===== config.mk =====
export PLATFORM = sky130hd
export DESIGN_NAME = prefix_route_classifier_top
export DESIGN_NICKNAME = d
export VERILOG_FILES = /design/src/rtl/prc_pkg.sv /design/src/rtl/prc_cfg_regs.sv /design/src/rtl/prc_route_match.sv /design/src/rtl/prc_tally.sv /design/src/rtl/prefix_route_classifier_top.sv
export SDC_FILE = /design/constraint.sdc
export NUM_CORES = 1
export LEC_CHECK = 0
export BUFFER_PORTS_ARGS = -buffer_cell sky130_fd_sc_hd__buf_4
export CAP_MARGIN = 20
export CORE_MARGIN = 3
export CORE_UTILIZATION = 30
export CTS_CLUSTER_DIAMETER = 50
export CTS_CLUSTER_SIZE = 25
export DETAILED_ROUTE_END_ITERATION = 16
export HOLD_SLACK_MARGIN = 0.12
export PLACE_DENSITY = 0.57
export SETUP_SLACK_MARGIN = 0.05
export SLEW_MARGIN = 25
export SYNTH_ARGS = -nofsm -noshare
export SYNTH_HDL_FRONTEND = slang
export SYNTH_SLANG_ARGS = --single-unit

===== constraint.sdc =====
create_clock -name clk -period 10.15 [get_ports clk]
set_clock_uncertainty 0.15 [all_clocks]
set_input_delay 1.5225 -clock clk [delete_from_list [all_inputs] [get_ports clk]]
set_output_delay 1.5225 -clock clk [all_outputs]
set_load 0.03 [all_outputs]

===== src/rtl/prc_pkg.sv =====
// Shared types and constants for the prefix route classifier.
// Used by every module under rtl; depends on nothing else.
package prc_pkg;

    localparam int ROUTE_COUNT    = 3;
    localparam int ADDR_W         = 32;
    localparam int PREFIX_W       = 6;
    localparam int HOP_W          = 8;
    localparam int TALLY_W        = 5;
    localparam int CFG_INDEX_W    = 3;
    localparam int CFG_DATA_W     = 32;
    localparam int IN_TDATA_W     = 40;
    localparam int OUT_TDATA_W    = 32;
    localparam int BATCH_SIZE_DEF = 20;

    localparam logic [TALLY_W-1:0]  TALLY_MAX  = 5'd31;
    localparam logic [PREFIX_W-1:0] PREFIX_MAX = 6'd32;
    localparam logic [HOP_W-1:0]    HOP_EXPIRE = 8'd1;

    typedef enum logic [2:0] {
        VERDICT_EXPIRED    = 3'd0,
        VERDICT_FWD_B      = 3'd1,
        VERDICT_DELIVERED  = 3'd2,
        VERDICT_FWD_C      = 3'd3,
        VERDICT_UNROUTABLE = 3'd4
    } verdict_t;

    typedef enum logic [CFG_INDEX_W-1:0] {
        REG_ROUTE_B_ADDR       = 3'd0,
        REG_ROUTE_B_PREFIX     = 3'd1,
        REG_ROUTE_LOCAL_ADDR   = 3'd2,
        REG_ROUTE_LOCAL_PREFIX = 3'd3,
        REG_ROUTE_C_ADDR       = 3'd4,
        REG_ROUTE_C_PREFIX     = 3'd5
    } cfg_reg_t;

    typedef struct packed {
        logic [ADDR_W-1:0]   addr;
        logic [PREFIX_W-1:0] prefix;
    } route_t;

    typedef struct packed {
        logic [TALLY_W-1:0] expired;
        logic [TALLY_W-1:0] unroutable;
        logic [TALLY_W-1:0] delivered;
        logic [TALLY_W-1:0] fwd_b;
        logic [TALLY_W-1:0] fwd_c;
    } tally_t;

endpackage


===== src/rtl/prc_cfg_regs.sv =====
// Route configuration registers of the prefix route classifier.
// Depends on prc_pkg.
module prc_cfg_regs (
    input  logic                             clk,
    input  logic                             rst_n,
    input  logic                             cfg_we,
    input  logic [prc_pkg::CFG_INDEX_W-1:0]  cfg_index,
    input  logic [prc_pkg::CFG_DATA_W-1:0]   cfg_data,
    output prc_pkg::route_t                  routes [prc_pkg::ROUTE_COUNT]
);
    import prc_pkg::*;

    route_t route_b_reg;
    route_t route_local_reg;
    route_t route_c_reg;

    // Writes to indexes beyond the register list fall into the default arm.
    always_ff @(posedge clk or negedge rst_n)
    begin
        if (!rst_n)
        begin
            route_b_reg     <= '0;
            route_local_reg <= '0;
            route_c_reg     <= '0;
        end
        else if (cfg_we)
        begin
            case (cfg_reg_t'(cfg_index))
                REG_ROUTE_B_ADDR:       route_b_reg.addr       <= cfg_data[ADDR_W-1:0];
                REG_ROUTE_B_PREFIX:     route_b_reg.prefix     <= cfg_data[PREFIX_W-1:0];
                REG_ROUTE_LOCAL_ADDR:   route_local_reg.addr   <= cfg_data[ADDR_W-1:0];
                REG_ROUTE_LOCAL_PREFIX: route_local_reg.prefix <= cfg_data[PREFIX_W-1:0];
                REG_ROUTE_C_ADDR:       route_c_reg.addr       <= cfg_data[ADDR_W-1:0];
                REG_ROUTE_C_PREFIX:     route_c_reg.prefix     <= cfg_data[PREFIX_W-1:0];
                default:
                begin
                end
            endcase
        end
    end

    assign routes[0] = route_b_reg;
    assign routes[1] = route_local_reg;
    assign routes[2] = route_c_reg;

endmodule


===== src/rtl/prc_route_match.sv =====
// Prefix compare of one address against one configured route.
// Depends on prc_pkg.
module prc_route_match (
    input  logic [prc_pkg::ADDR_W-1:0] addr,
    input  prc_pkg::route_t            route,
    output logic                       match
);
    import prc_pkg::*;

    logic [PREFIX_W-1:0] plen;
    logic [ADDR_W-1:0]   mask;

    // Prefix lengths above 32 compare all bits; a zero prefix compares none.
    assign plen = (route.prefix > PREFIX_MAX) ? PREFIX_MAX : route.prefix;

    always_comb
    begin
        for (int i = 0; i < ADDR_W; i++)
        begin
            mask[i] = ({1'b0, i[PREFIX_W-1:0]} + {1'b0, plen}) >= (PREFIX_W + 1)'(ADDR_W);
        end
    end

    assign match = ((addr ^ route.addr) & mask) == '0;

endmodule


===== src/rtl/prc_tally.sv =====
// Batch outcome counters and batch position of the prefix route classifier.
// Depends on prc_pkg.
module prc_tally #(
    parameter int  BATCH_SIZE = prc_pkg::BATCH_SIZE_DEF,
    localparam int POS_W      = $clog2(BATCH_SIZE + 1)
) (
    input  logic              clk,
    input  logic              rst_n,
    input  logic              step,
    input  prc_pkg::verdict_t verdict,
    output prc_pkg::tally_t   counts_next,
    output logic              batch_end_next,
    output logic [POS_W-1:0]  batch_pos
);
    import prc_pkg::*;

    tally_t            tally_reg;
    logic [POS_W-1:0]  pos_reg;

    function automatic logic [TALLY_W-1:0] bump(input logic [TALLY_W-1:0] v);
        return (v == TALLY_MAX) ? v : v + 1'b1;
    endfunction

    // Counts as they stand after the current item, which the result carries.
    always_comb
    begin
        counts_next = tally_reg;
        case (verdict)
            VERDICT_EXPIRED:    counts_next.expired    = bump(tally_reg.expired);
            VERDICT_FWD_B:      counts_next.fwd_b      = bump(tally_reg.fwd_b);
            VERDICT_DELIVERED:  counts_next.delivered  = bump(tally_reg.delivered);
            VERDICT_FWD_C:      counts_next.fwd_c      = bump(tally_reg.fwd_c);
            default:            counts_next.unroutable = bump(tally_reg.unroutable);
        endcase
    end

    assign batch_end_next = (pos_reg == POS_W'(BATCH_SIZE - 1));

    always_ff @(posedge clk or negedge rst_n)
    begin
        if (!rst_n)
        begin
            tally_reg <= '0;
            pos_reg   <= '0;
        end
        else if (step)
        begin
            if (batch_end_next)
            begin
                tally_reg <= '0;
                pos_reg   <= '0;
            end
            else
            begin
                tally_reg <= counts_next;
                pos_reg   <= pos_reg + 1'b1;
            end
        end
    end

    assign batch_pos = pos_reg;

endmodule


===== src/rtl/prefix_route_classifier_top.sv =====
// Top level of the prefix route classifier: input register, route compares,
// batch counters and result register. Depends on prc_pkg and all prc_ modules.
//
// Channel  Dir  Handshake          Payload
// s_       in   s_tvalid/s_tready  s_tdata: dest_addr[31:0], hop_limit[39:32]
// m_       out  m_tvalid/m_tready  m_tdata: verdict, five counts; m_tlast: batch_end
// cfg_     in   cfg_we (no wait)   cfg_index selects the register, cfg_data holds it
//
// An item passes from the input register to the result register, and a new
// item is taken every cycle while m_tready stays high. The route compares and
// the counter update sit between the two registers. A stall on m_tready holds
// the result register; the input register still takes an item while it is
// empty, and s_tready drops once both registers are full. Reset clears the
// routes, counters and both valid flags.
module prefix_route_classifier_top #(
    parameter int BATCH_SIZE = prc_pkg::BATCH_SIZE_DEF
) (
    input  logic                              clk,
    input  logic                              rst_n,
    input  logic                              s_tvalid,
    output logic                              s_tready,
    // dest_addr [31:0], hop_limit [39:32]
    input  logic [prc_pkg::IN_TDATA_W-1:0]    s_tdata,
    output logic                              m_tvalid,
    input  logic                              m_tready,
    // verdict [2:0], expired_count [7:3], unroutable_count [12:8],
    // delivered_count [17:13], fwd_b_count [22:18], fwd_c_count [27:23], zeros above
    output logic [prc_pkg::OUT_TDATA_W-1:0]   m_tdata,
    output logic                              m_tlast,
    input  logic                              cfg_we,
    input  logic [prc_pkg::CFG_INDEX_W-1:0]   cfg_index,
    input  logic [prc_pkg::CFG_DATA_W-1:0]    cfg_data
);
    import prc_pkg::*;

    localparam int POS_W = $clog2(BATCH_SIZE + 1);

    route_t              routes [ROUTE_COUNT];
    logic                in_valid_reg;
    logic [ADDR_W-1:0]   addr_reg;
    logic [HOP_W-1:0]    hop_reg;
    logic                out_valid_reg;
    verdict_t            verdict_reg;
    tally_t              counts_reg;
    logic                last_reg;
    logic                advance;
    logic [ROUTE_COUNT-1:0] match;
    verdict_t            verdict;
    tally_t              counts_next;
    logic                batch_end_next;
    logic [POS_W-1:0]    batch_pos;

    prc_cfg_regs u_cfg (
        .clk       (clk),
        .rst_n     (rst_n),
        .cfg_we    (cfg_we),
        .cfg_index (cfg_index),
        .cfg_data  (cfg_data),
        .routes    (routes)
    );

    // The item in the input register moves on when the result register is
    // free or is being emptied in this cycle.
    assign advance  = in_valid_reg && (!out_valid_reg || m_tready);
    assign s_tready = !in_valid_reg || advance;

    always_ff @(posedge clk or negedge rst_n)
    begin
        if (!rst_n)
        begin
            in_valid_reg <= 1'b0;
        end
        else if (s_tready)
        begin
            in_valid_reg <= s_tvalid;
        end
    end

    always_ff @(posedge clk)
    begin
        if (s_tready && s_tvalid)
        begin
            addr_reg <= s_tdata[ADDR_W-1:0];
            hop_reg  <= s_tdata[ADDR_W +: HOP_W];
        end
    end

    for (genvar r = 0; r < ROUTE_COUNT; r++)
    begin : g_match
        prc_route_match u_match (
            .addr  (addr_reg),
            .route (routes[r]),
            .match (match[r])
        );
    end

    // Expiry wins over every route; routes then take priority in list order.
    always_comb
    begin
        if (hop_reg <= HOP_EXPIRE)
        begin
            verdict = VERDICT_EXPIRED;
        end
        else if (match[0])
        begin
            verdict = VERDICT_FWD_B;
        end
        else if (match[1])
        begin
            verdict = VERDICT_DELIVERED;
        end
        else if (match[2])
        begin
            verdict = VERDICT_FWD_C;
        end
        else
        begin
            verdict = VERDICT_UNROUTABLE;
        end
    end

    prc_tally #(
        .BATCH_SIZE (BATCH_SIZE)
    ) u_tally (
        .clk            (clk),
        .rst_n          (rst_n),
        .step           (advance),
        .verdict        (verdict),
        .counts_next    (counts_next),
        .batch_end_next (batch_end_next),
        .batch_pos      (batch_pos)
    );

    always_ff @(posedge clk or negedge rst_n)
    begin
        if (!rst_n)
        begin
            out_valid_reg <= 1'b0;
        end
        else if (!out_valid_reg || m_tready)
        begin
            out_valid_reg <= in_valid_reg;
        end
    end

    always_ff @(posedge clk)
    begin
        if (advance)
        begin
            verdict_reg <= verdict;
            counts_reg  <= counts_next;
            last_reg    <= batch_end_next;
        end
    end

    assign m_tvalid = out_valid_reg;
    assign m_tlast  = last_reg;
    assign m_tdata  = {4'b0000,
                       counts_reg.fwd_c,
                       counts_reg.fwd_b,
                       counts_reg.delivered,
                       counts_reg.unroutable,
                       counts_reg.expired,
                       verdict_reg};

    // A result that closes a batch has already cleared the batch position.
    a_batch_cleared: assert property (@(posedge clk) disable iff (!rst_n)
        (out_valid_reg && last_reg) |-> (batch_pos == '0))
        else $error("batch position not cleared behind a batch end");

    // The input side only stalls with both registers full.
    a_stall_full: assert property (@(posedge clk) disable iff (!rst_n)
        !s_tready |-> (in_valid_reg && out_valid_reg && !m_tready))
        else $error("input stalled with room in the pipeline");

    // A result always counts itself in the tally for its own verdict.
    a_verdict_counted: assert property (@(posedge clk) disable iff (!rst_n)
        out_valid_reg |->
            ((verdict_reg == VERDICT_EXPIRED    && counts_reg.expired    != '0) ||
             (verdict_reg == VERDICT_FWD_B      && counts_reg.fwd_b      != '0) ||
             (verdict_reg == VERDICT_DELIVERED  && counts_reg.delivered  != '0) ||
             (verdict_reg == VERDICT_FWD_C      && counts_reg.fwd_c      != '0) ||
             (verdict_reg == VERDICT_UNROUTABLE && counts_reg.unroutable != '0)))
        else $error("result verdict missing from its tally");

endmodule


### Word level (Yosys, flattened, before mapping)

Cells that the tools add are included.

| operators by class | value |
|---|---|
| add/subtract/negate cells | 99 |
| $lt $le $gt $ge | 100 |
| equal/unequal tests | 14 |
| mux-type cells | 19 |
| bitwise operators | 6 |
| reductions and logical operators | 18 |

Operator list:

| kind | count |
|---|---|
| 7-bit by 6-bit >= comparator with 1-bit output, second input constant | 93 |
| 5-bit by 6-bit adder with 7-bit output, first input constant | 48 |
| 4-bit by 6-bit adder with 7-bit output, first input constant | 24 |
| 32-bit bitwise AND | 3 |
| 32-bit logical NOT | 3 |
| 32-bit bitwise XOR | 3 |
| 3-bit by 6-bit adder with 7-bit output, first input constant | 12 |
| 5-bit two-way mux | 11 |
| 2-bit by 6-bit adder with 7-bit output, first input constant | 6 |
| 5-bit by 1-bit adder with 5-bit output, second input constant | 6 |
| 5-bit == test, second input constant | 6 |
| 25-bit two-way mux | 1 |
| 1-bit by 6-bit adder with 7-bit output, first input constant | 3 |
| 6-bit >= comparator, second input constant | 3 |
| 6-bit greater-than comparator, second input constant | 3 |
| 6-bit two-way mux | 3 |
| 3-bit by 2-bit == test with 1-bit output, second input constant | 4 |
| 3-bit two-way mux | 4 |
| 2-bit AND reduction | 6 |
| 8-bit by 1-bit <= comparator with 1-bit output, second input constant | 1 |
| 3-bit by 1-bit == test with 1-bit output, second input constant | 2 |
| 3-bit == test, second input constant | 2 |
| 3-bit logical NOT | 2 |
| 4-bit OR reduction | 1 |
| other kinds (3) | 6 |

| word-level totals | value |
|---|---|
| flip-flop bits (word level) | 215 |
| output and inout port bits | 35 |
| logic and storage cells | 279 |

### Longest topological paths before layout

| logic depth | value |
|---|---|
| word-level depth | 14 |
| depth in mapped cells | 16 |
| gate-level depth less buffers | 12 |

### Hierarchy

A second synthesis with hierarchy kept.

| unflattened totals | value |
|---|---|
| cell total of the unflattened synthesis | 882 |
| area total of the unflattened synthesis | 11,064.4 um^2 |

Modules (own cells, without submodules):

| module | instances | cells an instance | area each (um^2) | sequential area each (um^2) |
|---|---|---|---|---|
| prc_cfg_regs | 1 | 247 | 4,410.5 | 2,852.7 |
| prefix_route_classifier_top | 1 | 88 | 2,232.1 | 2,092.0 |
| prc_route_match | 3 | 105 | 743.2 | 0.0 |
| prc_tally | 1 | 232 | 2,192.1 | 750.7 |

### Least setup slack after synthesis

Ideal clock, no wire load.

| timing path | value |
|---|---|
| kind | reg-to-reg |
| from | register u_cfg.route_c_reg (netlist bit u_cfg.routes[5]) |
| to | register counts_reg (netlist bit m_tdata[11]) (data pin) |
| setup time | 262 ps |
| arrival | 3,509 ps |
| path slack | 6,229 ps |
| cell stages (with the launch flop) | 17 |
| buffers on the path | 5 |
| period minus slack after synthesis | 3,921 ps |
| path through | dfrtp_1 buf_2 buf_2 clkbuf_1 nor2b_1 inv_1 ha_1 buf_2 a211oi_1 o22ai_1 or4_1 nor4_1 nand4_1 o22ai_1 buf_4 nor3_1 mux2_1 |

RTL lines:

| element | line | source |
|---|---|---|
| start: declaration | prc_cfg_regs.sv:15 | `route_t route_c_reg;` |
| end signal: assignment | prefix_route_classifier_top.sv:151 | `counts_reg <= counts_next;` |
| end: declaration | prefix_route_classifier_top.sv:44 | `tally_t counts_reg;` |

==> impl_metrics.tcl <==
set metrics [dict create \
    status "finished, final reports clean" \
    path_class "flip-flop to flip-flop" \
    maxSlewViolCount 0 \
    critPathCaptureType "flip-flop" \
    wirelength_um 31790 \
    ys_warn_count 0 \
    peakVddDrop_uv 149.6 \
    yosysSeqAreaShare 0.4899 \
    synth_top_area_frac 0.3142 \
    portBuffers 109 \
    dp.final_hpwl_um 23120 \
    yosysTopAreaCell "dfrtp_1" \
    path_buf_inv 2 \
    power_density_nw_per_um2 225.2 \
    fillers 3765 \
    syn_to_final_growth_pct 20.54 \
    leakagePower_nw 5.727 \
    core_sq_um 37930 \
    placed_area_sq_um 12960 \
    antenna_found_initial 1 \
    grt_pass1_vias 8121 \
    crit_path_cell_trace "inv_1, nand2_1, inv_1, ha_1, a21o_1, a21oi_1, nor3_1, a2111oi_0, nand4_1, nor2_1, and3_1, mux2_2" \
    start_kind "flip-flop" \
    cts_resized 0 \
    synth_area_per_cell_sq_um 11.48 \
    hp-class "flip-flop to flip-flop" \
    gp_congestion 0.9194 \
    clock_sinks 214 \
    cts_tree "yes" \
    pin_count 115 \
    synth_cells 1013 \
    dr.pass1.iters 5 \
    netlist_area_sq_um 11630 \
    cts_setup_buffers 0 \
    cpPeakStageDelay_ns 0.83 \
    diodes 0 \
    largest_reg_flops 114 \
    drive_gt1_frac 0.2827 \
    cts_htree_levels 1 \
    fin_crit_sh 0.4920 \
    grt_max_degree 98 \
    antenna_left 0 \
    cts_hold_buf 0 \
    clock.fmax_mhz 200.2 \
    finalHoldViolCount 0 \
    cts_root_buf "clkbuf_16" \
    synth_cell_type_count 84 \
    routedWlPerCell_um 19.19 \
    synth_edf_count 68 \
    synthFlopType "dfrtp_1" \
    die-height_um 202.9 \
    die_area_sq_um 41150 \
    relSlewSlack 0.3366 \
    finalSetupViolCount 0 \
    drc 0 \
    crit_path_frequent_cell "inv_1" \
    crit_path_top_delay_cell "dfrtp_1" \
    critical_path_peak_fanout 23 \
    clk_pin_slew_ns 0.07 \
    grt_pass1_wl_um 48600 \
    crit_required_ns 10.30 \
    clockBufferDepth 3 \
    fin_tns_setup_ns 0 \
    cts_buffers 29 \
    yosys_register_bits 214 \
    worst_slew_pin_slew_ns 0.9700 \
    grt_usage 0.1519 \
    async_reset_ff_frac 0.6822 \
    die_x_um 202.9 \
    timing.final.crit_period_ns 4.994 \
    rsz0062_at_grt "false" \
    crit_family "simple AND/OR/NAND/NOR gates" \
    worstPathArrival_ns 5.14 \
    maxCapViolations 0 \
    grt.overflow.total 0 \
    r2r_setup_slack_ns 5.16 \
    clk_latency_ns 0.57 \
    drt_iter0_drc 695 \
    final_cell_area_sq_um 14010 \
    fin_nets 1246 \
    synthTopCellsByArea "dfrtp_1, edfxtp_1, mux2_2, xnor2_1, ha_1" \
    rows 71 \
    vias_per_cell 5.005 \
    start_util 0.3065 \
    vias 8293 \
]
[final cells by class]
cell class / count / area, sq um / share of cell area
sequential: 214 / 5695 / 0.4064
multi-input combinational: 733 / 5638 / 0.4023
timing repair buffer: 118 / 892.1 / 0.06366
clock buffer: 30 / 739.5 / 0.05276
tap: 511 / 639.4 / 0.04562
clock inverter: 24 / 309.0 / 0.02205
inverter: 27 / 101.3 / 0.007231
[metal layers]
layer / up-vias / routed length, um / global-route usage
met1: 4126 / 14270 / 0.2054
met4: 2 / 975 / 0.04628
li1: 3927 / - / -
met3: 49 / 1435 / 0.02597
met2: 189 / 15090 / 0.2498
met5: - / 16 / 0
[metrics by stage]
| step | power (mW) | hold slack, ns | utilization | setup WS (ns) | instances |
|---|---|---|---|---|---|
| 2_1_floorplan | 1.800 | 0.3072 | - | 6.229 | 1016 |
| 3_3_place_gp | 2.079 | 0.3187 | 0.3417 | 5.327 | 1603 |
| 3_5_place_dp | 2.089 | 0.3335 | 0.3418 | 5.319 | 1603 |
| 4_1_cts | 3.190 | 0.3412 | 0.3694 | 5.297 | 1657 |
| 5_1_grt | 3.329 | 0.3693 | 0.3695 | 4.930 | 1657 |
| 6_report | 3.156 | 0.3334 | 0.3695 | 5.156 | 1657 |
[path summary, 6_finish.rpt]
path,from,endpoint,cells past startpoint
setup / recovery,u_cfg.routes[43]$_DFFE_PN0P_,m_tdata[14]$_DFFE_PP_,12
hold / removal,in_valid_reg$_DFFE_PN0N_,m_tvalid$_DFFE_PN0P_,1
setup reg to reg,u_cfg.routes[43]$_DFFE_PN0P_,m_tdata[14]$_DFFE_PP_,12
hold reg to reg,in_valid_reg$_DFFE_PN0N_,m_tvalid$_DFFE_PN0P_,1
max in group asynchronous,rst_n,u_cfg.routes[72]$_DFFE_PN0P_,2
min in group asynchronous,rst_n,u_tally.tally_reg[12]$_DFFE_PN0P_,1
[logic make-up after synthesis]
kind of cell               share of synthesized area
and+or+nand+nor                               0.1075
DFF                                           0.4899
AOI/OAI and AO/OA                             0.1244
muxes                                         0.1211
xor gates and xnor gates                     0.08287
buffers and inverters                        0.02766
adders and majority gates                    0.04628
other                                      0.0003225
[cells in the mapped netlist, types with 11 or more instances]
cell,number
nand3_1,12
o21ai_0,23
ha_1,43
inv_1,25
clkbuf_1,21
o22ai_1,12
nand2_1,69
nor2b_1,13
a21oi_1,62
buf_2,11
nor2_1,33
a21o_1,12
and3_1,13
edfxtp_1,68
nand2b_1,17
mux2_2,121
dfrtp_1,146
nor3_1,30
xnor2_1,79
a31oi_1,15
xor2_1,31
[layout by cell type, fill, tap and decap left out, drive strengths merged, types with 34 or more instances in the layout]
master	n
dfrtp	146
mux2	125
buf	117
xnor2	79
nand2	72
edfxtp	68
a21oi	63
ha	43
inv	41
nor2	34
[power by group]
part           leakage (nW)  internal [mW]  switching [mW]
sequential             2.40           1.06           0.140
clock                 0.509          0.618           0.460
combinational          2.82          0.386           0.496
Power figures use the tool's default switching activity.
